==> src/hdl/hkoc_pkg.sv <==
package hkoc_pkg;

    localparam int HASH_W = 13;
    localparam logic [15:0] COUNT_MAX = 16'hFFFF;

    typedef enum logic [1:0] {
        ST_NEW    = 2'd0,
        ST_FOUND  = 2'd1,
        ST_REJECT = 2'd2
    } t_status;

    typedef struct packed {
        logic clr_step;
        logic key_wr;
        logic chk_free;
        logic way_next;
        logic idx_first;
        logic idx_inc;
        logic hit_wr;
        logic ins_wr;
        logic copy_wr;
        logic res_reject;
        logic out_load;
    } t_cmd;

    typedef struct packed {
        logic clr_last;
        logic too_long;
        logic cand;
        logic free_now;
        logic have_free;
        logic way_last;
        logic letter_eq;
        logic idx_last;
        logic out_busy;
    } t_sts;

    // (h * 33 + letter) mod b, as a chain of compare-subtract steps; h < b, 16 <= b <= 4096
    function automatic logic [HASH_W-1:0] f_hash_step(
        input logic [HASH_W-1:0] h,
        input logic [4:0]        letter,
        input logic [HASH_W-1:0] b
    );
        logic [HASH_W-1:0] x;
        logic [HASH_W-1:0] l;
        x = h;
        for (int k = 0; k < 5; k++) begin
            x = {x[HASH_W-2:0], 1'b0};
            if (x >= b) x = x - b;
        end
        x = x + h;
        if (x >= b) x = x - b;
        l = HASH_W'(letter);
        if (l >= b) l = l - b;
        x = x + l;
        if (x >= b) x = x - b;
        return x;
    endfunction

endpackage

==> src/hdl/hkoc_ctrl.sv <==
module hkoc_ctrl
    import hkoc_pkg::*;
(
    input  logic i_clk,
    input  logic i_rst_n,
    input  logic i_in_valid,
    input  logic i_last_letter,
    input  t_sts i_sts,
    output logic o_in_ready,
    output t_cmd o_cmd
);

    typedef enum logic [9:0] {
        S_CLR  = 10'b00_0000_0001,
        S_IDLE = 10'b00_0000_0010,
        S_RD   = 10'b00_0000_0100,
        S_CHK  = 10'b00_0000_1000,
        S_CMPL = 10'b00_0001_0000,
        S_HIT  = 10'b00_0010_0000,
        S_INS  = 10'b00_0100_0000,
        S_COPY = 10'b00_1000_0000,
        S_OUT  = 10'b01_0000_0000,
        S_REJ  = 10'b10_0000_0000
    } t_state;

    t_state r_state;
    t_state n_state;

    assign o_in_ready = (r_state == S_IDLE);

    always_comb begin
        n_state = r_state;
        o_cmd   = '0;
        case (r_state)
            S_CLR: begin
                o_cmd.clr_step = 1'b1;
                if (i_sts.clr_last) n_state = S_IDLE;
            end
            S_IDLE: begin
                if (i_in_valid) begin
                    o_cmd.key_wr = 1'b1;
                    if (i_last_letter) n_state = S_RD;
                end
            end
            S_RD: begin
                n_state = S_CHK;
            end
            S_CHK: begin
                o_cmd.chk_free  = 1'b1;
                o_cmd.idx_first = 1'b1;
                if (i_sts.too_long) begin
                    n_state = S_REJ;
                end else if (i_sts.cand) begin
                    n_state = S_CMPL;
                end else if (i_sts.way_last) begin
                    n_state = (i_sts.have_free || i_sts.free_now) ? S_INS : S_REJ;
                end else begin
                    o_cmd.way_next = 1'b1;
                    n_state = S_RD;
                end
            end
            S_CMPL: begin
                if (!i_sts.letter_eq) begin
                    if (i_sts.way_last) begin
                        n_state = i_sts.have_free ? S_INS : S_REJ;
                    end else begin
                        o_cmd.way_next = 1'b1;
                        n_state = S_RD;
                    end
                end else if (i_sts.idx_last) begin
                    n_state = S_HIT;
                end else begin
                    o_cmd.idx_inc = 1'b1;
                end
            end
            S_HIT: begin
                o_cmd.hit_wr = 1'b1;
                n_state = S_OUT;
            end
            S_INS: begin
                o_cmd.ins_wr    = 1'b1;
                o_cmd.idx_first = 1'b1;
                n_state = S_COPY;
            end
            S_COPY: begin
                o_cmd.copy_wr = 1'b1;
                if (i_sts.idx_last) n_state = S_OUT;
                else o_cmd.idx_inc = 1'b1;
            end
            S_REJ: begin
                o_cmd.res_reject = 1'b1;
                n_state = S_OUT;
            end
            S_OUT: begin
                if (!i_sts.out_busy) begin
                    o_cmd.out_load = 1'b1;
                    n_state = S_IDLE;
                end
            end
            default: n_state = S_CLR;
        endcase
    end

    always_ff @(posedge i_clk) begin
        if (!i_rst_n) r_state <= S_CLR;
        else r_state <= n_state;
    end

endmodule

==> config.mk <==
export PLATFORM = sky130hd
export DESIGN_NAME = hkoc_ctrl
export DESIGN_NICKNAME = d
export VERILOG_FILES = /design/src/hdl/hkoc_pkg.sv /design/src/hdl/hkoc_ctrl.sv
export SDC_FILE = /design/constraint.sdc
export NUM_CORES = 1
export LEC_CHECK = 0
export ABC_AREA = 0
export ABC_CLOCK_PERIOD_IN_PS = 2850
export BUFFER_PORTS_ARGS = -buffer_cell sky130_fd_sc_hd__buf_2
export CORE_ASPECT_RATIO = 1.2
export CORE_MARGIN = 3
export CORE_UTILIZATION = 35
export DETAILED_ROUTE_END_ITERATION = 12
export PLACE_DENSITY_LB_ADDON = 0.25
export SYNTH_ARGS = -nofsm -noshare
export SYNTH_HDL_FRONTEND = slang
export SYNTH_SLANG_ARGS = --single-unit
==> constraint.sdc <==
create_clock -name i_clk -period 2.85 [get_ports i_clk]
set_clock_uncertainty 0.05 [all_clocks]
set_input_delay 0.1425 -clock i_clk [delete_from_list [all_inputs] [get_ports i_clk]]
set_output_delay 0.1425 -clock i_clk [all_outputs]
set_load 0.05 [all_outputs]
# Word-level counts from Yosys, hierarchy flattened
# Cells that the tools add are included.
# totals
inputBits	13
output_inout_bits	12
wordCells	54
ff_bits	10
# classes
mux	33
eq_ne	16
reduce_logical	4
# op_table
cell	n
10-bit two-way mux	13
10-bit case mux with 9 select lines	1
1-bit two-way mux	17
10-bit by 1-bit equality test with 1-bit output, second input constant	1
10-bit equality test, second input constant	1
10-bit by 2-bit equality test with 1-bit output, second input constant	1
10-bit by 3-bit equality test with 1-bit output, second input constant	1
10-bit by 4-bit equality test with 1-bit output, second input constant	1
10-bit by 5-bit equality test with 1-bit output, second input constant	1
10-bit by 6-bit equality test with 1-bit output, second input constant	1
10-bit by 7-bit equality test with 1-bit output, second input constant	1
10-bit by 8-bit equality test with 1-bit output, second input constant	1
10-bit by 9-bit equality test with 1-bit output, second input constant	1
2-bit inequality test, second input constant	5
6-bit AND reduction	1
1-bit case mux with 2 select lines	2
2-bit OR reduction	2
3-bit inequality test, second input constant	1
1-bit logical OR	1

# Longest topological paths before layout
# Gate-level depths: netlist (run 1).
# depth
word_depth	6
depth_mapped	6
ltp_nobuf	5

# Least setup slack after synthesis (run 1)
# Ideal clock, no wire load.
# synth_timing
path_type	flip-flop to flip-flop
start	register r_state[8]
end	register r_state[7]
arrival_ps	2848
period_less_slack_ps	2968
stages_incl_launch_ff	6
required_ps	2729
setup_slack_ps	-118
n_path_buf	0
setup_ps	71
cell_sequence	dfxtp_1 -> nor4_2 -> nand2_1 -> nor4b_1 -> a21oi_1 -> nor2b_1
# synth_via
elab_chain_cells	3
word_cells_on_any_way	19
cone_classes	16 x eq/ne; 1 x mux; 2 x reduce/logical
# synth_lines
element	line_no	source
start: declaration	hkoc_ctrl.sv:26	t_state r_state;
start signal: assignment	hkoc_ctrl.sv:106	else r_state <= n_state;
10-bit equality test, or another cell as far along	hkoc_ctrl.sv:34	case (r_state)
2-bit OR reduction (no line), or another cell as far along	--	
10-bit case mux with 9 select lines / 6-bit AND reduction (equally long branches)	--	
# Parallel ways exist; a longest one is shown, timed or not.
# A chain may end at the register's enable or synchronous reset.

==> insert_results.sql, run 1 <==
INSERT INTO impl_metrics (metric_group, metric, value, unit) VALUES
('cts', 'cts_resized', '0', ''),
('place', 'place.detailed.instances', '140', ''),
('critical_path', 'start_kind', 'register', ''),
('cells_and_area', 'largest-register', 'r_state', ''),
('status', 'outcome', 'completed', ''),
('place', 'place.detailed.hpwl', '1.54', 'mm'),
('place', 'post-place-ws', '0.794', 'ns'),
('route', 'wl', '2.00', 'mm'),
('route', 'post_drt_wl_per_cell', '14.0', 'µm'),
('global_route', 'grt-busiest-layer', 'met2', ''),
('timing', 'max_slew.worst_pin.slew', '0.655', 'ns'),
('logic_synthesis', 'synth_seq_area_share', '26.6', '%'),
('logic_synthesis', 'syn_avg_cell_area', '8.10', 'µm²'),
('floorplanning', 'core', '1940', 'µm²'),
('timing', 'highest_achievable_clock_rate', '430', 'MHz'),
('cells_and_area', 'mostFrequentLayoutCells', 'buf_2, dfxtp_1, nor4_1, nor3_1', ''),
('logic_synthesis', 'synth_cell_types', '42', ''),
('timing', 'period_share', '81.6', '%'),
('cts', 'ctsRootBufferMaster', 'clkbuf_4', ''),
('cts', 'ctsHtreeMaxLevel', '1', ''),
('floorplanning', 'die_width', '48.4', 'µm'),
('global_route', 'grt_pass1_vias', '722', ''),
('power_and_ir_drop', 'max-vdd-ir-drop', '0.000207', 'V'),
('cts', 'cts_buffers', '3', ''),
('floorplanning', 'die_y', '56.8', 'µm'),
('cts', 'tritoncts', 'yes', ''),
('logic_synthesis', 'synth_top_area_share', '26.6', '%'),
('hold_path', 'timing.hold.worst.class', 'input pin to register', ''),
('run', 'drv.max_cap_violation_count', '0', ''),
('critical_path', 'crit_path_cell_trace', 'nor4_2 -> nand2_1 -> nor4b_2 -> buf_2', ''),
('floorplanning', 'floorplan.rows', '17', ''),
('cells_and_area', 'top_regs', 'r_state x10', ''),
('place', 'portBuffers', '24', ''),
('route', 'drt-initial-drc-count', '13', ''),
('power_and_ir_drop', 'netSwitchingFraction', '41.5', '%'),
('cells_and_area', 'areaGrowthSynthToFinish', '20.8', '%'),
('cells_and_area', 'num_antenna_cells', '0', ''),
('floorplanning', 'ioPinCount', '25', ''),
('logic_synthesis', 'postSynthCellCount', '93', ''),
('route', 'first_pass_iters', '4', ''),
('timing', 'setup_viol_count_final', '0', ''),
('cells_and_area', 'fin_nets', '130', ''),
('cts', 'clk_latency', '0.27', 'ns'),
('cts', 'clk_path_buf_depth', '2', ''),
('power_and_ir_drop', 'static-leakage-power', '0.407', 'nW'),
('logic_synthesis', 'mappedNetlistArea', '753', 'µm²'),
('timing', 'period_needed', '2.33', 'ns'),
('cts', 'post_cts_hold_buffer_count', '0', ''),
('global_route', 'grt_start_max_net_pins', '13', ''),
('critical_path', 'worstPathBufferInverterCount', '1', ''),
('critical_path', 'critPathSlowestCell', 'nor4_2', ''),
('timing', 'unrepaired_setup_endpoints_after_global_routing', 'no', ''),
('global_route', 'grt_first_pass_wirelength', '3.25', 'mm'),
('global_route', 'antenna_violations_before_repair', '0', ''),
('power_and_ir_drop', 'power_density', '484', 'nW/µm²'),
('critical_path', 'timing.rr.start', 'r_state[7]', ''),
('power_and_ir_drop', 'p_switching', '0.182', 'mW'),
('critical_path', 'worstPathRequired', '2.66', 'ns'),
('logic_synthesis', 'yosys-top-cells-area', 'dfxtp_1, nor4_1, nor2b_1', ''),
('global_route', 'final_global_route_overflow_total', '0', ''),
('route', 'drt_antenna_net_count', '0', ''),
('place', 'routabilityCongestion', '0.827', ''),
('power_and_ir_drop', 'pwr-share-comb', '38.9', '%'),
('logic_synthesis', 'synthesis.nets', '106', ''),
('critical_path', 'maximum_fanout_count_along_the_critical_path', '12', ''),
('critical_path', 'criticalPathCategory', 'register to primary output', ''),
('timing', 'hold_viol_final', '0', ''),
('critical_path', 'crit_family', 'simple AND/OR/NAND/NOR gates', ''),
('power_and_ir_drop', 'internal', '0.258', 'mW'),
('cells_and_area', 'final_common_cell', 'buf_2', ''),
('cts', 'post-cts-setup-buffers', '0', '');
Yosys cell counts (all sizes together):
| master | instances |
|---|---|
| o2111ai | 1 |
| o21ai | 2 |
| xnor2 | 2 |
| nor2b | 5 |
| a32oi | 2 |
| nand4b | 1 |
| and4 | 1 |
| o31ai | 1 |
| nor4b | 2 |
| inv | 2 |
| nand3b | 1 |
| nor4bb | 2 |
| and3 | 4 |
| nor3b | 3 |
| xor2 | 2 |
| o21a | 1 |
| and3b | 1 |
| nand2 | 5 |
| clkbuf | 3 |
| and2 | 1 |
| nor4 | 8 |
| or2 | 2 |
| dfxtp | 10 |
| or3 | 2 |
| or4 | 1 |
| buf | 2 |
| a21boi | 1 |
| and2b | 1 |
| or4b | 2 |
| nand4 | 1 |
| or4bb | 1 |
| o2111a | 1 |
| a21oi | 3 |
| nand3 | 3 |
| nor3 | 8 |
| nor2 | 5 |
cell families after synthesis:
| group | count (synthesis) | synth area share [%] |
|---|---|---|
| DFF | 10 | 26.6 |
| and+or+nand+nor | 60 | 52.7 |
| buffers and inverters | 7 | 4.65 |
| xor gates and xnor gates | 4 | 4.65 |
| AOI/OAI and AO/OA | 12 | 11.5 |
path summary, 6_finish.rpt:
check / end / slack, ns / cells past startpoint
setup / recovery: o_cmd[3] / 0.52 / 4
hold / removal: r_state[5] / 0.08 / 3
setup reg to reg: r_state[8] / 0.74 / 5
hold reg to reg: r_state[7] / 0.65 / 2
routing by layer:
| metal | vias up | part of all wire (%) |
|---|---|---|
| li1 | 402 | - |
| met1 | 377 | 45 |
| met2 | 23 | 46 |
| met3 | 7 | 4.6 |
| met4 | 0 | 3.6 |
| met5 | - | 0 |
worst reg2reg max path, cell delays in order, from the launching register on:
cell and delay, ns:
dfxtp_1 0.42, or4b_1 0.57, nor4_1 0.46, or4_4 0.29
nor2_1 0.05, o21a_1 0.17
layout make-up:
cell class | count | area, µm²
fillers | 203 | 1030
multi-input cells | 76 | 524
flip-flops and latches | 10 | 200
repair buffers | 24 | 120
well taps | 28 | 35.0
clock buffers | 3 | 22.5
inverters | 2 | 7.51
power groups by stage:
stage	Sequential, mW	Clock (mW)	Combinational, mW
floorplan	0.165	0	0.129
global placement	0.170	0	0.168
detailed placement	0.170	0	0.170
CTS	0.167	0.102	0.171
global route	0.170	0.107	0.188
finish	0.167	0.102	0.171
per-stage QoR:
stage / util [%] / area [µm²] / total power, mW / hold WS [ns]
after global routing: 47.0 / 910 / 0.464 / 0.100
final: 47.0 / 910 / 0.440 / 0.0796
after global placement: 45.8 / 887 / 0.338 / 0.360
after floorplan: - / 759 / 0.294 / 0.210
after CTS: 47.0 / 910 / 0.440 / 0.0772
after detailed placement: 45.8 / 887 / 0.341 / 0.363
(Power assumes the default switching activity.)
==> inputs of run 2 (changes only) <==
--- a/config.mk
+++ b/config.mk
@@ -5,8 +5,8 @@
 export SDC_FILE = /design/constraint.sdc
 export NUM_CORES = 1
 export LEC_CHECK = 0
-export ABC_AREA = 0
-export ABC_CLOCK_PERIOD_IN_PS = 2850
+export ABC_AREA = 1
+export ABC_CLOCK_PERIOD_IN_PS = 2400
 export BUFFER_PORTS_ARGS = -buffer_cell sky130_fd_sc_hd__buf_2
 export CORE_ASPECT_RATIO = 1.2
 export CORE_MARGIN = 3
==> constraint.sdc (replaced) <==
create_clock -name i_clk -period 2.4 [get_ports i_clk]
set_clock_uncertainty 0.05 [all_clocks]
set_input_delay 0.12 -clock i_clk [delete_from_list [all_inputs] [get_ports i_clk]]
set_output_delay 0.12 -clock i_clk [all_outputs]
set_load 0.05 [all_outputs]
==> insert_results.sql, run 2 <==
INSERT INTO impl_metrics (metric_group, metric, value, unit) VALUES
('cts', 'clk_path_buf_depth', '2', ''),
('logic_synthesis', 'synth_seq_area_share', '25.9', '%'),
('timing', 'unrepaired_setup_endpoints_after_global_routing', 'no', ''),
('logic_synthesis', 'post_synth_xor_xnor_area', '0', '%'),
('power_and_ir_drop', 'total_power', '0.833', 'mW'),
('global_route', 'antenna_violations_before_repair', '0', ''),
('place', 'place.detailed.hpwl', '1.69', 'mm'),
('cells_and_area', 'post_route_cells_drive_above_1_share', '29.9', '%'),
('logic_synthesis', 'mappedNetlistArea', '773', 'µm²'),
('critical_path', 'critical_path.reg2reg.endpoint', 'r_state[5]', ''),
('logic_synthesis', 'synth_top_area_share', '25.9', '%'),
('place', 'portBuffers', '24', ''),
('floorplanning', 'floorplan.initialDensity', '37.3', '%'),
('place', 'post-place-ws', '0.873', 'ns'),
('logic_synthesis', 'synth-seq-cells', '10', ''),
('cells_and_area', 'fin_cells', '187', ''),
('timing', 'setup_viol_count_final', '0', ''),
('cts', 'cts_resized', '0', ''),
('critical_path', 'cp_data_arrival_time', '1.65', 'ns'),
('place', 'routabilityCongestion', '0.789', ''),
('logic_synthesis', 'synthesis.nets', '143', ''),
('route', 'detail_routed_via_count_per_cell', '4.58', ''),
('logic_synthesis', 'synth_common_cells', 'nand2_1, inv_1, nor2_1', ''),
('logic_synthesis', 'synth.area.mux_share', '0', '%'),
('logic_synthesis', 'postSynthCellCount', '130', ''),
('logic_synthesis', 'ys.flop_type', 'dfxtp_1', ''),
('logic_synthesis', 'yosys.area_share.adder', '0', '%'),
('timing', 'fin_ws', '0.581', 'ns'),
('logic_synthesis', 'synth_cell_types', '20', ''),
('timing', 'fin_worst_hold_slack', '0.0661', 'ns'),
('cells_and_area', 'mostFrequentLayoutCells', 'nand2_1, inv_1, buf_2, nor2_1, nand3_1', ''),
('cells_and_area', 'fin_nets', '172', ''),
('critical_path', 'maximum_fanout_count_along_the_critical_path', '5', ''),
('critical_path', 'worstPathRequired', '2.23', 'ns'),
('logic_synthesis', 'syn_avg_cell_area', '5.95', 'µm²'),
('timing', 'highest_achievable_clock_rate', '550', 'MHz'),
('logic_synthesis', 'async_flop_share', '0', '%'),
('route', 'drt-initial-drc-count', '17', ''),
('critical_path', 'worst-r2r-setup-slack', '0.89', 'ns'),
('timing', 'max_slew.worst_pin.slew', '0.308', 'ns'),
('global_route', 'final_global_route_overflow_total', '0', ''),
('cts', 'post_cts_hold_buffer_count', '0', ''),
('hold_path', 'min_delay_worst_endpoint', 'r_state[0]', ''),
('logic_synthesis', 'yosys_warnings', '0', ''),
('status', 'outcome', 'completed', ''),
('cells_and_area', 'top_regs', 'r_state x10', ''),
('logic_synthesis', 'cell_with_the_most_instances_after_synthesis', 'nand2_1', ''),
('hold_path', 'min_delay_path_depth', '2', ''),
('cts', 'clk_pin_slew_worst_paths', '0.07', 'ns'),
('route', 'first_pass_iters', '6', ''),
('cells_and_area', 'areaGrowthSynthToFinish', '23.3', '%'),
('global_route', 'grt_first_pass_wirelength', '3.50', 'mm'),
('logic_synthesis', 'synth_top_cell_by_area', 'dfxtp_1', ''),
('place', 'placed_cell_area', '931', 'µm²'),
('critical_path', 'criticalPathCategory', 'register to primary output', ''),
('critical_path', 'crit_path_cell_trace', 'nor2_1 -> nand2_2 -> nor2_1 -> nand4_1 -> nand2_1 -> nand2_1 -> inv_1 -> buf_2', ''),
('cts', 'clk_latency', '0.26', 'ns'),
('cells_and_area', 'largest-register', 'r_state', ''),
('timing', 'slew-limit-headroom', '79.5', '%'),
('floorplanning', 'die_width', '48.9', 'µm'),
('floorplanning', 'core', '2070', 'µm²'),
('floorplanning', 'floorplan.rows', '18', ''),
('timing', 'period_needed', '1.82', 'ns'),
('cells_and_area', 'num_antenna_cells', '0', ''),
('cells_and_area', 'largest_reg_flops', '10', ''),
('cts', 'ctsHtreeMaxLevel', '1', ''),
('critical_path', 'setup_crit_start', 'r_state[4]', ''),
('logic_synthesis', 'synth-compound-area-share', '3.72', '%'),
('route', 'wl', '1.97', 'mm'),
('hold_path', 'min_from', 'i_rst_n', ''),
('floorplanning', 'die_y', '57.5', 'µm'),
('cells_and_area', 'post-route-util', '46.0', '%'),
('timing', 'timing.final.max_slew_violations', '0', ''),
('critical_path', 'timing.rr.start', 'r_state[9]', ''),
('cells_and_area', 'final_common_cell', 'nand2_1', ''),
('global_route', 'track_usage', '16.0', '%'),
('logic_synthesis', 'yosys.area_share.simple', '57.8', '%'),
('cts', 'ctsRootBufferMaster', 'clkbuf_4', ''),
('place', 'place.detailed.instances', '184', ''),
('critical_path', 'worst-r2r-cell-count', '8', ''),
('critical_path', 'setup.worst_path.end_class', 'primary output', ''),
('timing', 'setup_tns', '0', 'ns'),
('floorplanning', 'ioPinCount', '25', ''),
('route', 'drt_antenna_net_count', '0', ''),
('route', 'post_drt_wl_per_cell', '10.5', 'µm'),
('logic_synthesis', 'yosys-top-cells-area', 'dfxtp_1, nand2_1, inv_1', ''),
('critical_path', 'start_kind', 'register', ''),
('timing', 'hold_viol_final', '0', ''),
('cts', 'cts_buffers', '3', ''),
('global_route', 'grt_pass1_vias', '821', ''),
('cts', 'post-cts-setup-buffers', '0', ''),
('cts', 'cts.sinks', '10', ''),
('route', 'detailroute.via_count', '857', ''),
('timing', 'period_share', '75.8', '%'),
('power_and_ir_drop', 'power_density', '874', 'nW/µm²'),
('critical_path', 'critPathMaxStageDelay', '0.32', 'ns'),
('cells_and_area', 'fin_area', '953', 'µm²'),
('run', 'drv.max_cap_violation_count', '0', ''),
('cts', 'tritoncts', 'yes', ''),
('hold_path', 'timing.hold.worst.class', 'input pin to register', ''),
('power_and_ir_drop', 'max-vdd-ir-drop', '0.000479', 'V'),
('global_route', 'grt_start_max_net_pins', '8', ''),
('logic_synthesis', 'combinational_family_with_the_most_area_after_synthesis', 'simple AND/OR/NAND/NOR gates', ''),
('route', 'drc_errors', '0', ''),
('critical_path', 'critPathSlowestCell', 'dfxtp_1', ''),
('floorplanning', 'design.die.area', '2810', 'µm²'),
('power_and_ir_drop', 'static-leakage-power', '0.603', 'nW'),
('logic_synthesis', 'number_of_flops_mapped_to_enable_cells_by_yosys', '0', '');
## run 2: layer usage
layer	routed length, µm	share of wire [%]	global-route usage [%]	vias up
met1	802	41	18.1	374
met2	1000	51	30.3	32
met3	145	7.4	2.09	2
met4	19	0.96	6.10	0
li1	-	-	-	449
met5	0	0	0	-
## run 2: worst max-delay path by stage
stage	to	slack (ns)	cells after the start
2_1_floorplan	r_state[5]	0.57	7
3_3_place_gp	o_cmd[7]	0.88	8
3_5_place_dp	o_cmd[7]	0.87	8
4_1_cts	o_cmd[7]	0.57	8
5_1_grt	o_cmd[7]	0.40	8
6_report	o_cmd[7]	0.58	8
## run 2: cells by family (layout without fill, tap and decap cells)
| family | after synthesis | count (layout) |
|---|---|---|
| simple gates | 89 | 89 |
| buf+inv | 26 | 53 |
| flops | 10 | 10 |
| compound gates | 5 | 5 |
## run 2: power breakdown
| group | total, mW | leakage, nW | switching (mW) | internal (mW) |
|---|---|---|---|---|
| sequential | 0.220 | 0.0813 | 0.0271 | 0.193 |
| clock | 0.116 | 0.0138 | 0.0577 | 0.0580 |
| combinational | 0.497 | 0.508 | 0.344 | 0.154 |
| total | 0.833 | 0.603 | 0.428 | 0.405 |
## run 2: critical path: cells and delay by family, from the launching register on
kind / cells / cell delay (ns)
flip-flops: 1 / 0.32
AND/OR/NAND/NOR: 6 / 0.77
buffers and inverters: 2 / 0.30
## run 2: layout make-up
| type | count | area (µm²) |
|---|---|---|
| well taps | 30 | 37.5 |
| multi-input cells | 94 | 475 |
| clock buffers | 3 | 22.5 |
| flip-flops and latches | 10 | 200 |
| repair buffers | 24 | 120 |
| fillers | 230 | 1120 |
| inverters | 26 | 97.6 |
==> inputs of run 3 (changes only) <==
--- a/config.mk
+++ b/config.mk
@@ -5,8 +5,8 @@
 export SDC_FILE = /design/constraint.sdc
 export NUM_CORES = 1
 export LEC_CHECK = 0
-export ABC_AREA = 1
-export ABC_CLOCK_PERIOD_IN_PS = 2400
+export ABC_AREA = 0
+export ABC_CLOCK_PERIOD_IN_PS = 1900
 export BUFFER_PORTS_ARGS = -buffer_cell sky130_fd_sc_hd__buf_2
 export CORE_ASPECT_RATIO = 1.2
 export CORE_MARGIN = 3
==> constraint.sdc (replaced) <==
create_clock -name i_clk -period 1.9 [get_ports i_clk]
set_clock_uncertainty 0.05 [all_clocks]
set_input_delay 0.095 -clock i_clk [delete_from_list [all_inputs] [get_ports i_clk]]
set_output_delay 0.095 -clock i_clk [all_outputs]
set_load 0.05 [all_outputs]
==> insert_results.sql, run 3 (same netlist as run 1, synthesis figures left out) <==
INSERT INTO impl_metrics (metric_group, metric, value, unit) VALUES
('critical_path', 'setup.worst_path.end_class', 'primary output', ''),
('cells_and_area', 'layout.filler_cells', '149', ''),
('power_and_ir_drop', 'total_power', '0.934', 'mW'),
('place', 'routabilityCongestion', '0.864', ''),
('power_and_ir_drop', 'max-vdd-ir-drop', '0.000479', 'V'),
('timing', 'period_share', '101', '%'),
('floorplanning', 'die_width', '48.4', 'µm'),
('timing', 'unrepaired_setup_endpoints_after_global_routing', 'yes', ''),
('cells_and_area', 'num_antenna_cells', '0', ''),
('run', 'drv.max_cap_violation_count', '0', ''),
('cells_and_area', 'mostFrequentLayoutCells', 'buf_4, buf_2, buf_6, clkbuf_4, dfxtp_4', ''),
('global_route', 'grt_pass1_vias', '949', ''),
('cells_and_area', 'fin_nets', '160', ''),
('global_route', 'grt_first_pass_wirelength', '4.18', 'mm'),
('cts', 'post_cts_hold_buffer_count', '0', ''),
('hold_path', 'timing.hold.worst.class', 'input pin to register', ''),
('cells_and_area', 'final_common_cell', 'buf_4', ''),
('floorplanning', 'floorplan.rows', '17', ''),
('timing', 'timing.final.max_slew_violations', '0', ''),
('floorplanning', 'ioPinCount', '25', ''),
('critical_path', 'cp_data_arrival_time', '1.78', 'ns'),
('cells_and_area', 'post_route_cells_drive_above_1_share', '64.4', '%'),
('place', 'post-place-ws', '0.0175', 'ns'),
('cts', 'cts.sinks', '10', ''),
('status', 'failed_checks', 'negative setup slack', ''),
('cells_and_area', 'largest-register', 'r_state', ''),
('cts', 'clk_path_buf_depth', '2', ''),
('power_and_ir_drop', 'static-leakage-power', '0.617', 'nW'),
('place', 'place.detailed.hpwl', '1.84', 'mm'),
('critical_path', 'worstPathRequired', '1.75', 'ns'),
('cts', 'cts_buffers', '3', ''),
('route', 'drt_antenna_net_count', '0', ''),
('route', 'post_drt_wl_per_cell', '16.1', 'µm'),
('global_route', 'track_usage', '19.2', '%'),
('status', 'outcome', 'finished, violations left', ''),
('cts', 'clk_pin_slew_worst_paths', '0.07', 'ns'),
('timing', 'highest_achievable_clock_rate', '520', 'MHz'),
('timing', 'setup_viol_count_final', '3', ''),
('critical_path', 'criticalPathCategory', 'register to primary output', ''),
('timing', 'fin_ws', '-0.0249', 'ns'),
('route', 'drc_errors', '0', ''),
('place', 'placed_cell_area', '1090', 'µm²'),
('floorplanning', 'design.die.area', '2750', 'µm²'),
('cells_and_area', 'top_regs', 'r_state x10', ''),
('cts', 'tritoncts', 'yes', ''),
('timing', 'slew-limit-headroom', '73.1', '%'),
('timing', 'setup_tns', '-0.0670', 'ns'),
('route', 'drt-initial-drc-count', '18', ''),
('route', 'first_pass_iters', '5', ''),
('global_route', 'grt_start_max_net_pins', '10', ''),
('global_route', 'final_global_route_overflow_total', '0', ''),
('floorplanning', 'core', '1940', 'µm²'),
('route', 'wl', '2.81', 'mm'),
('route', 'detail_routed_via_count_per_cell', '5.68', ''),
('floorplanning', 'die_y', '56.8', 'µm'),
('global_route', 'antenna_violations_before_repair', '0', ''),
('floorplanning', 'floorplan.initialDensity', '38.9', '%'),
('timing', 'period_needed', '1.92', 'ns'),
('cts', 'ctsHtreeMaxLevel', '1', ''),
('timing', 'hold_viol_final', '0', ''),
('route', 'detailroute.via_count', '988', ''),
('critical_path', 'start_kind', 'register', ''),
('timing', 'max_slew.worst_pin.slew', '0.401', 'ns'),
('cts', 'clk_latency', '0.27', 'ns'),
('cells_and_area', 'areaGrowthSynthToFinish', '88.0', '%'),
('power_and_ir_drop', 'power_density', '660', 'nW/µm²'),
('critical_path', 'maximum_fanout_count_along_the_critical_path', '6', ''),
('cts', 'ctsRootBufferMaster', 'clkbuf_4', ''),
('place', 'portBuffers', '24', ''),
('cells_and_area', 'largest_reg_flops', '10', ''),
('cells_and_area', 'fin_area', '1420', 'µm²');
==> run 3: layout make-up <==
cell class	instances	area [µm²]	area share [%]
inverters	2	7.51	0.530
repair buffers	54	418	29.5
flip-flops and latches	10	226	16.0
multi-input cells	76	693	48.9
well taps	28	35.0	2.47
clock buffers	4	36.3	2.56
==> run 3: final timing paths <==
| kind | endpoint | slack (ns) | start | depth (start not counted) |
|---|---|---|---|---|
| setup reg to reg | r_state[5] | 0.04 | r_state[7] | 6 |
| hold reg to reg | r_state[3] | 0.58 | r_state[7] | 2 |
| hold / removal | r_state[5] | 0.04 | i_sts[2] | 3 |
| setup / recovery | o_cmd[4] | -0.02 | r_state[0] | 5 |
==> run 3: critical path, cell delays in order, from the launching register on <==
cell     delay (ns)
dfxtp_2        0.33
buf_6          0.12
nor4_4         0.37
nand2_2        0.15
nor4b_2        0.28
buf_4          0.26
==> run 3: repair_timing <==
action                                  CTS  global route
resized for setup                        19            33
gates cloned                              0             0
endpoints found under the setup margin    9            13
pin swaps                                 4             9
setup buffers                             6            10
==> run 3: routing by layer <==
layer,GRT usage (%),wire [µm],vias to the layer above
met4,6.10,53,0
li1,-,-,469
met5,0,0,-
met1,22.4,1120,471
met3,2.12,131,6
met2,36.2,1500,42
==> run 3: metrics by stage <==
| stage | hold WS [ns] | instances | utilization (%) |
|---|---|---|---|
| 2_1_floorplan | 0.163 | 93 | - |
| 3_3_place_gp | 0.325 | 155 | 56.4 |
| 3_5_place_dp | 0.319 | 155 | 56.4 |
| 4_1_cts | 0.0348 | 165 | 63.3 |
| 5_1_grt | 0.0359 | 174 | 73.2 |
| 6_report | 0.0352 | 174 | 73.2 |
==> run 3: power breakdown <==
group / switching (mW) / internal (mW) / total [mW]
clock network: 0.0800 / 0.116 / 0.196
registers: 0.0184 / 0.217 / 0.235
logic: 0.261 / 0.242 / 0.503
